### config.mk
export PLATFORM = sky130hd
export DESIGN_NAME = resistance_matrix_scanner
export DESIGN_NICKNAME = d
export VERILOG_FILES = /design/src/rtl/core/rms_pkg.sv /design/src/rtl/core/rms_div.sv /design/src/rtl/core/resistance_matrix_scanner.sv
export SDC_FILE = /design/constraint.sdc
export NUM_CORES = 1
export LEC_CHECK = 0
export ABC_AREA = 1
export BUFFER_PORTS_ARGS = -buffer_cell sky130_fd_sc_hd__buf_2
export CORE_MARGIN = 2
export CORE_UTILIZATION = 60
export CTS_BUF_LIST = sky130_fd_sc_hd__clkbuf_8
export DETAILED_ROUTE_END_ITERATION = 6
export PLACE_DENSITY = 0.9
export RECOVER_POWER = 25
export SYNTH_ARGS = -nofsm -noshare
export SYNTH_HDL_FRONTEND = slang
export SYNTH_SLANG_ARGS = --single-unit
### constraint.sdc
create_clock -name clk -period 5.81 [get_ports clk]
set_input_delay 0.8715 -clock clk [delete_from_list [all_inputs] [get_ports clk]]
set_output_delay 0.8715 -clock clk [all_outputs]
set_load 0.02 [all_outputs]
### src/rtl/core/rms_pkg.sv
// Shared types and constants for the resistance matrix scanner.
// Used by the scanner top level, its serial divider and its port checker.
// No dependencies.
package rms_pkg;

	localparam int ADC_W          = 12;
	localparam int SUM_W          = 16;
	localparam int RES_W          = 26;
	localparam int NODE_W         = 3;
	localparam int ATT_W          = 10;
	localparam int THR_W          = 20;
	localparam int PROD_W         = 30;
	localparam int SCALE_W        = 18;
	localparam int IN_DATA_W      = 16;
	localparam int OUT_DATA_W     = 48;
	localparam int CFG_IDX_W      = 2;
	localparam int CFG_DATA_W     = 20;

	// Divider operand widths: the dividend covers both the sample sum and the
	// scaled mean, the divisor covers both the sample count and 4095 - mean.
	localparam int DIV_DIVIDEND_W = PROD_W;
	localparam int DIV_DIVISOR_W  = ADC_W;

	localparam logic [RES_W-1:0]   OPEN_Q4       = 26'd16000000;
	localparam logic [ADC_W-1:0]   OPEN_MIN_ADC  = 12'd4083;
	localparam logic [ADC_W-1:0]   SHORT_MAX_ADC = 12'd12;
	localparam logic [ADC_W-1:0]   ADC_FULL      = 12'd4095;
	localparam logic [SCALE_W-1:0] SCALE_Q4      = 18'd160000;

	// Result status codes.
	localparam logic [1:0] ST_RUNNING     = 2'd0;
	localparam logic [1:0] ST_MATRIX_DONE = 2'd1;
	localparam logic [1:0] ST_STABLE      = 2'd2;
	localparam logic [1:0] ST_GAVE_UP     = 2'd3;

	// Configuration register indexes.
	localparam logic [CFG_IDX_W-1:0] CFG_SCAN_MODE     = 2'd0;
	localparam logic [CFG_IDX_W-1:0] CFG_THRESHOLD     = 2'd1;
	localparam logic [CFG_IDX_W-1:0] CFG_MAX_ATTEMPTS  = 2'd2;

	// Result item as packed into the output tdata, last field lowest.
	typedef struct packed {
		logic [4:0]        pad;
		logic [ATT_W-1:0]  attempt_number;
		logic              over_threshold;
		logic [RES_W-1:0]  resistance_q4;
		logic [NODE_W-1:0] col_node;
		logic [NODE_W-1:0] row_node;
	} rms_out_t;

	typedef struct packed {
		logic                      start;
		logic [DIV_DIVIDEND_W-1:0] dividend;
		logic [DIV_DIVISOR_W-1:0]  divisor;
	} rms_div_req_t;

	typedef struct packed {
		logic                      done;
		logic [DIV_DIVIDEND_W-1:0] quotient;
	} rms_div_rsp_t;

endpackage

### src/rtl/core/rms_div.sv
// Restoring bit-serial divider, one quotient bit per clock.
// Depends on rms_pkg for operand widths and the request/response structs.
module rms_div import rms_pkg::*; (
	input  logic         clk,
	input  logic         arst_n,
	input  rms_div_req_t req,
	output rms_div_rsp_t rsp
);

	localparam int CNT_W = $clog2(DIV_DIVIDEND_W + 1);

	logic                      busy_q;
	logic                      done_q;
	logic [CNT_W-1:0]          cnt_q;
	logic [DIV_DIVIDEND_W-1:0] shreg_q;
	logic [DIV_DIVISOR_W-1:0]  rem_q;
	logic [DIV_DIVISOR_W-1:0]  dvs_q;
	logic [DIV_DIVISOR_W:0]    rem_shift;
	logic [DIV_DIVISOR_W:0]    trial;
	logic                      fits;

	assign rem_shift = {rem_q, shreg_q[DIV_DIVIDEND_W-1]};
	assign trial     = rem_shift - {1'b0, dvs_q};
	assign fits      = (rem_shift >= {1'b0, dvs_q});

	always_ff @(posedge clk or negedge arst_n) begin
		if (!arst_n) begin
			busy_q <= 1'b0;
			done_q <= 1'b0;
			cnt_q  <= '0;
		end else begin
			done_q <= 1'b0;
			if (req.start) begin
				busy_q <= 1'b1;
				cnt_q  <= CNT_W'(DIV_DIVIDEND_W);
			end else if (busy_q) begin
				cnt_q <= cnt_q - 1'b1;
				if (cnt_q == CNT_W'(1)) begin
					busy_q <= 1'b0;
					done_q <= 1'b1;
				end
			end
		end
	end

	// Operand and partial remainder registers carry no reset.
	always_ff @(posedge clk) begin
		if (req.start) begin
			shreg_q <= req.dividend;
			rem_q   <= '0;
			dvs_q   <= req.divisor;
		end else if (busy_q) begin
			if (fits) begin
				rem_q <= trial[DIV_DIVISOR_W-1:0];
			end else begin
				rem_q <= rem_shift[DIV_DIVISOR_W-1:0];
			end
			shreg_q <= {shreg_q[DIV_DIVIDEND_W-2:0], fits};
		end
	end

	assign rsp.done     = done_q;
	assign rsp.quotient = shreg_q;

endmodule

### src/rtl/core/resistance_matrix_scanner.sv
// Top level of the resistance matrix scanner: sample accumulation, scan sequencing
// and the result register. Depends on rms_pkg and instantiates rms_div.
//
// Usage: each input item on the s_axis channel is one 12-bit converter sample
// for the node pair currently selected; tuser carries the start request, which
// restarts the scan at the first pair before that sample is counted. After
// SAMPLES samples the block averages them, converts the mean to a resistance
// in 1/16 ohm and emits one result item on the m_axis channel, with tlast on
// the final pair of a matrix scan or diagonal pass and the scan status in tuser.
// Configuration writes (mode, threshold, attempt limit) go through the cfg
// channel, which is always ready, and are meant to happen while the block idles.
//
// A sample that does not complete a pair is only added to the running sum and
// count, and the input stays ready. The sample that completes a pair holds off
// the input through the mean division, the multiply, the divider load, the
// resistance division and the result register load. Both divisions run through
// the single shared restoring divider, one quotient bit per cycle; open and
// short readings skip the second division. A finished result sits in the output
// register; the block goes on taking samples while it waits and only holds in
// its final step if a new result is ready before the previous one was taken.
// Reset clears the scan to the first pair, attempt one, and sets the register
// defaults (mode 0, threshold 1300 ohm, 150 attempts); the scan runs at once.
module resistance_matrix_scanner import rms_pkg::*; #(
	parameter int NODE_COUNT = 8,
	parameter int SAMPLES    = 10
) (
	input  logic                  clk,
	input  logic                  arst_n,
	input  logic                  s_axis_tvalid,
	output logic                  s_axis_tready,
	input  logic [IN_DATA_W-1:0]  s_axis_tdata,   // [11:0] adc_sample, rest zero
	input  logic                  s_axis_tuser,   // [0] start_req
	output logic                  m_axis_tvalid,
	input  logic                  m_axis_tready,
	output logic [OUT_DATA_W-1:0] m_axis_tdata,   // row_node, col_node, resistance_q4,
	                                              // over_threshold, attempt_number, zeros
	output logic                  m_axis_tlast,   // last pair of a scan or pass
	output logic [1:0]            m_axis_tuser,   // [1:0] status
	input  logic                  cfg_valid,
	output logic                  cfg_ready,
	input  logic [CFG_IDX_W-1:0]  cfg_index,
	input  logic [CFG_DATA_W-1:0] cfg_data
);

	localparam int CNT_W = $clog2(SAMPLES + 1);

	typedef enum logic [2:0] {
		IDLE,
		MEAN,
		MULT,
		RES_LOAD,
		RES,
		FINISH
	} state_t;

	// Configuration registers.
	logic             scan_mode_q;
	logic [THR_W-1:0] threshold_q;
	logic [ATT_W-1:0] max_attempts_q;

	// Scan state.
	state_t            state_q;
	logic [CNT_W-1:0]  count_q;
	logic [SUM_W-1:0]  sum_q;
	logic [NODE_W-1:0] row_q;
	logic [NODE_W-1:0] col_q;
	logic [ATT_W-1:0]  attempt_q;
	logic              stable_q;
	logic              finished_q;

	// Per-pair working registers.
	logic [ADC_W-1:0]  mean_q;
	logic [PROD_W-1:0] prod_q;
	logic [RES_W-1:0]  res_q;

	// Output register.
	logic              out_valid_q;
	rms_out_t          out_data_q;
	logic              out_last_q;
	logic [1:0]        out_status_q;

	rms_div_req_t div_req;
	rms_div_rsp_t div_rsp;

	logic              in_accept;
	logic              start_req;
	logic [ADC_W-1:0]  adc_sample;
	logic [SUM_W-1:0]  sum_new;
	logic [CNT_W-1:0]  count_new;
	logic              pair_done;
	logic              out_free;
	logic              over;
	logic [ATT_W-1:0]  limit;
	logic              row_end;
	logic              col_end;
	logic              stable_eff;

	assign cfg_ready     = 1'b1;
	assign s_axis_tready = (state_q == IDLE);
	assign in_accept     = s_axis_tvalid && s_axis_tready;
	assign adc_sample    = s_axis_tdata[ADC_W-1:0];
	assign start_req     = s_axis_tuser;

	// A start request wipes the partial sum before this sample is added.
	assign sum_new   = (start_req ? '0 : sum_q) + {{(SUM_W-ADC_W){1'b0}}, adc_sample};
	assign count_new = (start_req ? '0 : count_q) + 1'b1;
	assign pair_done = in_accept && (start_req || !finished_q)
	                   && (count_new >= CNT_W'(SAMPLES));

	assign out_free  = !out_valid_q || m_axis_tready;
	assign over      = (res_q > {2'b00, threshold_q, 4'b0000});
	assign limit     = (max_attempts_q == '0) ? ATT_W'(1) : max_attempts_q;
	assign row_end   = (row_q == NODE_W'(NODE_COUNT - 1));
	assign col_end   = (col_q == NODE_W'(NODE_COUNT - 1));
	assign stable_eff = stable_q && !over;

	// The shared divider first divides the sum by the sample count, then the
	// scaled mean by the distance of the mean from full scale.
	always_comb begin
		div_req.start    = 1'b0;
		div_req.dividend = {{(PROD_W-SUM_W){1'b0}}, sum_new};
		div_req.divisor  = DIV_DIVISOR_W'(SAMPLES);
		if (state_q == IDLE) begin
			div_req.start = pair_done;
		end else if (state_q == RES_LOAD) begin
			div_req.start    = 1'b1;
			div_req.dividend = prod_q;
			div_req.divisor  = ADC_FULL - mean_q;
		end
	end

	rms_div u_div (
		.clk    (clk),
		.arst_n (arst_n),
		.req    (div_req),
		.rsp    (div_rsp)
	);

	always_ff @(posedge clk or negedge arst_n) begin
		if (!arst_n) begin
			scan_mode_q    <= 1'b0;
			threshold_q    <= THR_W'(1300);
			max_attempts_q <= ATT_W'(150);
		end else if (cfg_valid && cfg_ready) begin
			case (cfg_index)
				CFG_SCAN_MODE:    scan_mode_q    <= cfg_data[0];
				CFG_THRESHOLD:    threshold_q    <= cfg_data[THR_W-1:0];
				CFG_MAX_ATTEMPTS: max_attempts_q <= cfg_data[ATT_W-1:0];
				default: ;
			endcase
		end
	end

	always_ff @(posedge clk or negedge arst_n) begin
		if (!arst_n) begin
			state_q      <= IDLE;
			count_q      <= '0;
			sum_q        <= '0;
			row_q        <= '0;
			col_q        <= '0;
			attempt_q    <= ATT_W'(1);
			stable_q     <= 1'b1;
			finished_q   <= 1'b0;
			mean_q       <= '0;
			prod_q       <= '0;
			res_q        <= '0;
			out_valid_q  <= 1'b0;
			out_data_q   <= '0;
			out_last_q   <= 1'b0;
			out_status_q <= ST_RUNNING;
		end else begin
			if (out_valid_q && m_axis_tready) begin
				out_valid_q <= 1'b0;
			end
			case (state_q)
				IDLE: begin
					if (in_accept) begin
						if (start_req) begin
							row_q      <= '0;
							col_q      <= '0;
							attempt_q  <= ATT_W'(1);
							stable_q   <= 1'b1;
							finished_q <= 1'b0;
							count_q    <= '0;
							sum_q      <= '0;
						end
						if (start_req || !finished_q) begin
							if (pair_done) begin
								count_q <= '0;
								sum_q   <= '0;
								state_q <= MEAN;
							end else begin
								count_q <= count_new;
								sum_q   <= sum_new;
							end
						end
					end
				end
				MEAN: begin
					if (div_rsp.done) begin
						mean_q  <= div_rsp.quotient[ADC_W-1:0];
						state_q <= MULT;
					end
				end
				MULT: begin
					// Open and short readings are clamped without a division.
					if (mean_q >= OPEN_MIN_ADC) begin
						res_q   <= OPEN_Q4;
						state_q <= FINISH;
					end else if (mean_q <= SHORT_MAX_ADC) begin
						res_q   <= '0;
						state_q <= FINISH;
					end else begin
						prod_q  <= {{(PROD_W-SCALE_W){1'b0}}, SCALE_Q4}
						           * {{(PROD_W-ADC_W){1'b0}}, mean_q};
						state_q <= RES_LOAD;
					end
				end
				RES_LOAD: begin
					state_q <= RES;
				end
				RES: begin
					if (div_rsp.done) begin
						res_q   <= div_rsp.quotient[RES_W-1:0];
						state_q <= FINISH;
					end
				end
				FINISH: begin
					if (out_free) begin
						out_valid_q                   <= 1'b1;
						out_data_q.pad                <= '0;
						out_data_q.resistance_q4      <= res_q;
						out_data_q.over_threshold     <= over;
						out_data_q.row_node           <= row_q;
						out_last_q                    <= 1'b0;
						out_status_q                  <= ST_RUNNING;
						state_q                       <= IDLE;
						if (!scan_mode_q) begin
							// Full matrix, row-major order.
							out_data_q.col_node       <= col_q;
							out_data_q.attempt_number <= '0;
							if (!col_end) begin
								col_q <= col_q + 1'b1;
							end else begin
								col_q <= '0;
								if (!row_end) begin
									row_q <= row_q + 1'b1;
								end else begin
									row_q        <= '0;
									out_last_q   <= 1'b1;
									out_status_q <= ST_MATRIX_DONE;
									finished_q   <= 1'b1;
								end
							end
						end else begin
							// Diagonal pass; the column tracks the row.
							out_data_q.col_node       <= row_q;
							out_data_q.attempt_number <= attempt_q;
							stable_q                  <= stable_eff;
							if (!row_end) begin
								row_q <= row_q + 1'b1;
								col_q <= row_q + 1'b1;
							end else begin
								row_q      <= '0;
								col_q      <= '0;
								out_last_q <= 1'b1;
								if (stable_eff) begin
									out_status_q <= ST_STABLE;
									finished_q   <= 1'b1;
								end else if (attempt_q >= limit) begin
									out_status_q <= ST_GAVE_UP;
									finished_q   <= 1'b1;
								end else begin
									attempt_q <= attempt_q + 1'b1;
									stable_q  <= 1'b1;
								end
							end
						end
					end
				end
				default: state_q <= IDLE;
			endcase
		end
	end

	assign m_axis_tvalid = out_valid_q;
	assign m_axis_tdata  = out_data_q;
	assign m_axis_tlast  = out_last_q;
	assign m_axis_tuser  = out_status_q;

endmodule

==> results.toml <==
[finish]
final_area_sq_um = 15800
seqCellArea_sq_um = 6170
layout-drive-gt1-share = 0.0988
multi_input_area_sq_um = 6950
layout.nets = 1993
n_fill_cell = 1716
antenna_cells = 0
areaGrowthSynthToFinish_pct = 9.63

[outcome]
violations = "max-capacitance violations, max-slew violations"
outcome = "finished with violations"

[sta]
skew_ns = 0.0209
fmax_ghz = 0.210
finalSetupTns_ns = 0
period_share = 0.819
rsz0062_at_grt = "false"
tightest_slew_ns = 2.61
maxSlewViolCount = 89
setup_viol = 0
relSlewSlack = -0.743
layout_min_cycle_time_ns = 4.76
hold_viol = 0

[clock_tree]
post-cts-setup-buffer-count = 0
cts_buffers = 39
root_buffer = "clkbuf_8"
hold_buffers = 0
htree_num_levels = 2
cts.clk_slew.worst_paths_ns = 0.06
cts_sinks = 240
cts_resized = 0
tritoncts = "done"
clk_latency_ns = 0.55
clock_path_buffers = 3

[die]
core_sq_um = 23500
die_x_um = 159
io_pins = 98
die_y_um = 159
die_area_sq_um = 25200
start_util = 0.611
fp-row-count = 56

[synthesis]
yosysSeqAreaShare = 0.429
synth_edf_count = 42
synth_top_area_share = 0.306
synth-seq-cells = 240
yosysTopAreaCell = "dfrtp_1"
synth_ff_type = "dfrtp_1"
yosysWarnings = 0
synth_area_leaders = "dfrtp_1 31%, ha_1 12%, nand2_1 9.5%, edfxtp_1 8.8%, inv_1 6.8%"
synthCells = 1710
syn_area_sq_um = 14400
synth.distinct_cells = 49
avgSynthCellArea_sq_um = 8.41
synth-async-reset-ratio = 0.775

[worst_setup_path]
worstPathRequired_ns = 6.22
startpoint_type = "flip-flop"
end_kind = "flip-flop"
worst-path-max-fanout = 6
crit_type = "flip-flop to flip-flop"
worstPathArrival_ns = 5.17

[placed_design]
place_area_sq_um = 15000
portBuffers = 87
hpwl_um = 24600
gp_congestion = 0.916

[route]
wl_um = 34700
ant_nets = 0
vias = 12200
drtIter0Drc = 1049
viasPerCell = 5.69
dr.pass1.iters = 7
wire_per_inst_um = 16.2
drc = 0

[min_path]
hold_class = "primary input to async pin"

[grt]
grt_max_degree = 95
gr-usage-all-layers = 0.274
antenna_found_initial = 0
grt_pass1_vias = 11900
grt_pass1_wl_um = 57000
overflow = 0

[pwr]
pwr_density_cell_nw_per_um2 = 416
p_leak_nw = 8.33
vdd_drop_max_uv = 261

[flow_run]
maxCapViolations = 2
-- critical path: stages (launching register included) --
cell and delay (ns):
dfrtp_1 0.51, inv_1 0.21, fa_1 0.57, inv_1 0.04, ha_1 0.26, inv_1 0.05, fa_1 0.54, inv_1 0.04
ha_1 0.27, inv_1 0.05, fa_1 0.49, inv_1 0.05, ha_1 0.35, a21o_1 0.20, a21oi_1 0.27, o21ai_0 0.24
nand3_1 0.18, nand3b_1 0.09, nand3_1 0.09, o21ai_0 0.10
-- Yosys cell counts, types with 5 or more instances --
library cell  instances
a21o_1                6
a21oi_1              92
a22oi_1              15
a31oi_1               6
a32o_1                9
buf_2                12
buf_4                 8
clkbuf_1             33
dfrtp_1             176
dfstp_2              10
dfxtp_1              12
edfxtp_1             42
fa_1                 25
ha_1                133
inv_1               262
nand2_1             364
nand3_1              88
nand3b_1              6
nand4_1               8
nor2_1              112
nor2_2                5
nor3_1               14
nor4_1                5
o211ai_1             12
o21ai_0             145
o21ai_1               8
o21bai_1              6
o22ai_1              22
or2_2                 6
xnor2_1              17
xor2_1               17
-- power by group --
part           total [mW]  switching, mW  leakage, nW  internal (mW)
clock                1.46          0.687        0.456          0.769
sequential           2.46          0.246         2.97           2.22
combinational        2.64           1.77         4.90          0.869
-- through the flow --
| step | hold slack, ns | setup WS [ns] | util | total power [mW] | std cells |
|---|---|---|---|---|---|
| global placement | 0.454 | 1.27 | 0.638 | 4.93 | 2069 |
| global route | 0.462 | 0.756 | 0.670 | 6.99 | 2141 |
| finish | 0.395 | 1.05 | 0.670 | 6.56 | 2141 |
| CTS | 0.426 | 1.07 | 0.671 | 6.53 | 2141 |
| detailed placement | 0.456 | 1.12 | 0.638 | 5.07 | 2069 |
| floorplan | 0.444 | 1.61 | - | 4.40 | 1714 |
-- cell type report --
class                      count  share of cell area
tap                          319              0.0253
clock buffer                  46              0.0401
sequential                   240               0.391
timing repair buffer          93              0.0301
multi-input combinational   1149               0.441
inverter                     268              0.0638
clock inverter                26             0.00888
-- path summary, 6_finish.rpt --
check / from / endpoint / slack [ns] / cells past startpoint
setup reg to reg: mean_q[4]$_DFFE_PN0P_ / prod_q[29]$_DFFE_PN0P_ / 1.05 / 19
hold reg to reg: m_axis_tdata[27]$_DFFE_PN0P_ / m_axis_tdata[27]$_DFFE_PN0P_ / 0.46 / 2
min in group clk: m_axis_tdata[27]$_DFFE_PN0P_ / m_axis_tdata[27]$_DFFE_PN0P_ / 0.46 / 2
hold / removal: arst_n / attempt_q[7]$_DFFE_PN0P_ / 0.40 / 1
max in group asynchronous: arst_n / mean_q[3]$_DFFE_PN0P_ / 2.47 / 2
setup / recovery: mean_q[4]$_DFFE_PN0P_ / prod_q[29]$_DFFE_PN0P_ / 1.05 / 19
-- flip-flops by register name, indices dropped and copies added (netlist names), 3 cells and up --
name	cells
count_q	4
mean_q	12
threshold_q	20
u_div.shreg_q	30
prod_q	22
sum_q	16
u_div.cnt_q	5
col_q	3
m_axis_tdata	43
row_q	3
res_q	26
u_div.rem_q	12
attempt_q	10
u_div.dvs_q	12
max_attempts_q	10
state_q	3
-- cells in the final DEF, fill, tap and decap left out, drive strengths merged, types with 15 or more instances in the layout --
cell	netlist	final
nand3	88	88
fa	25	25
buf	24	90
xor2	17	17
xnor2	17	17
a22oi	15	15
dfrtp	176	176
o21ai	153	153
ha	133	133
inv	266	282
nand2	370	370
clkbuf	33	49
edfxtp	42	42
nor2	119	119
o22ai	22	22
a21oi	93	93
-- cell families (layout without fill, tap and decap cells) --
group                      after synthesis  count (layout)  share of synthesized area
and+or+nand+nor                        618             618                      0.180
AOI/OAI and AO/OA                      333             333                      0.131
buffers and inverters                  325             433                     0.0890
DFF                                    240             240                      0.429
adders and majority gates              158             158                      0.150
xor gates and xnor gates                34              34                     0.0207
other                                    2               6                   0.000522
-- per-layer routing --
metal / up-vias / part of all wire / track usage / wire (um)
met3: 122 / 0.072 / 0.0384 / 2510
met5: - / 0 / 0 / 0
met1: 5798 / 0.40 / 0.355 / 13800
li1: 5759 / - / - / -
met2: 498 / 0.49 / 0.461 / 17000
met4: 0 / 0.040 / 0.126 / 1370
No activity file was read; power rests on OpenSTA's default activity.
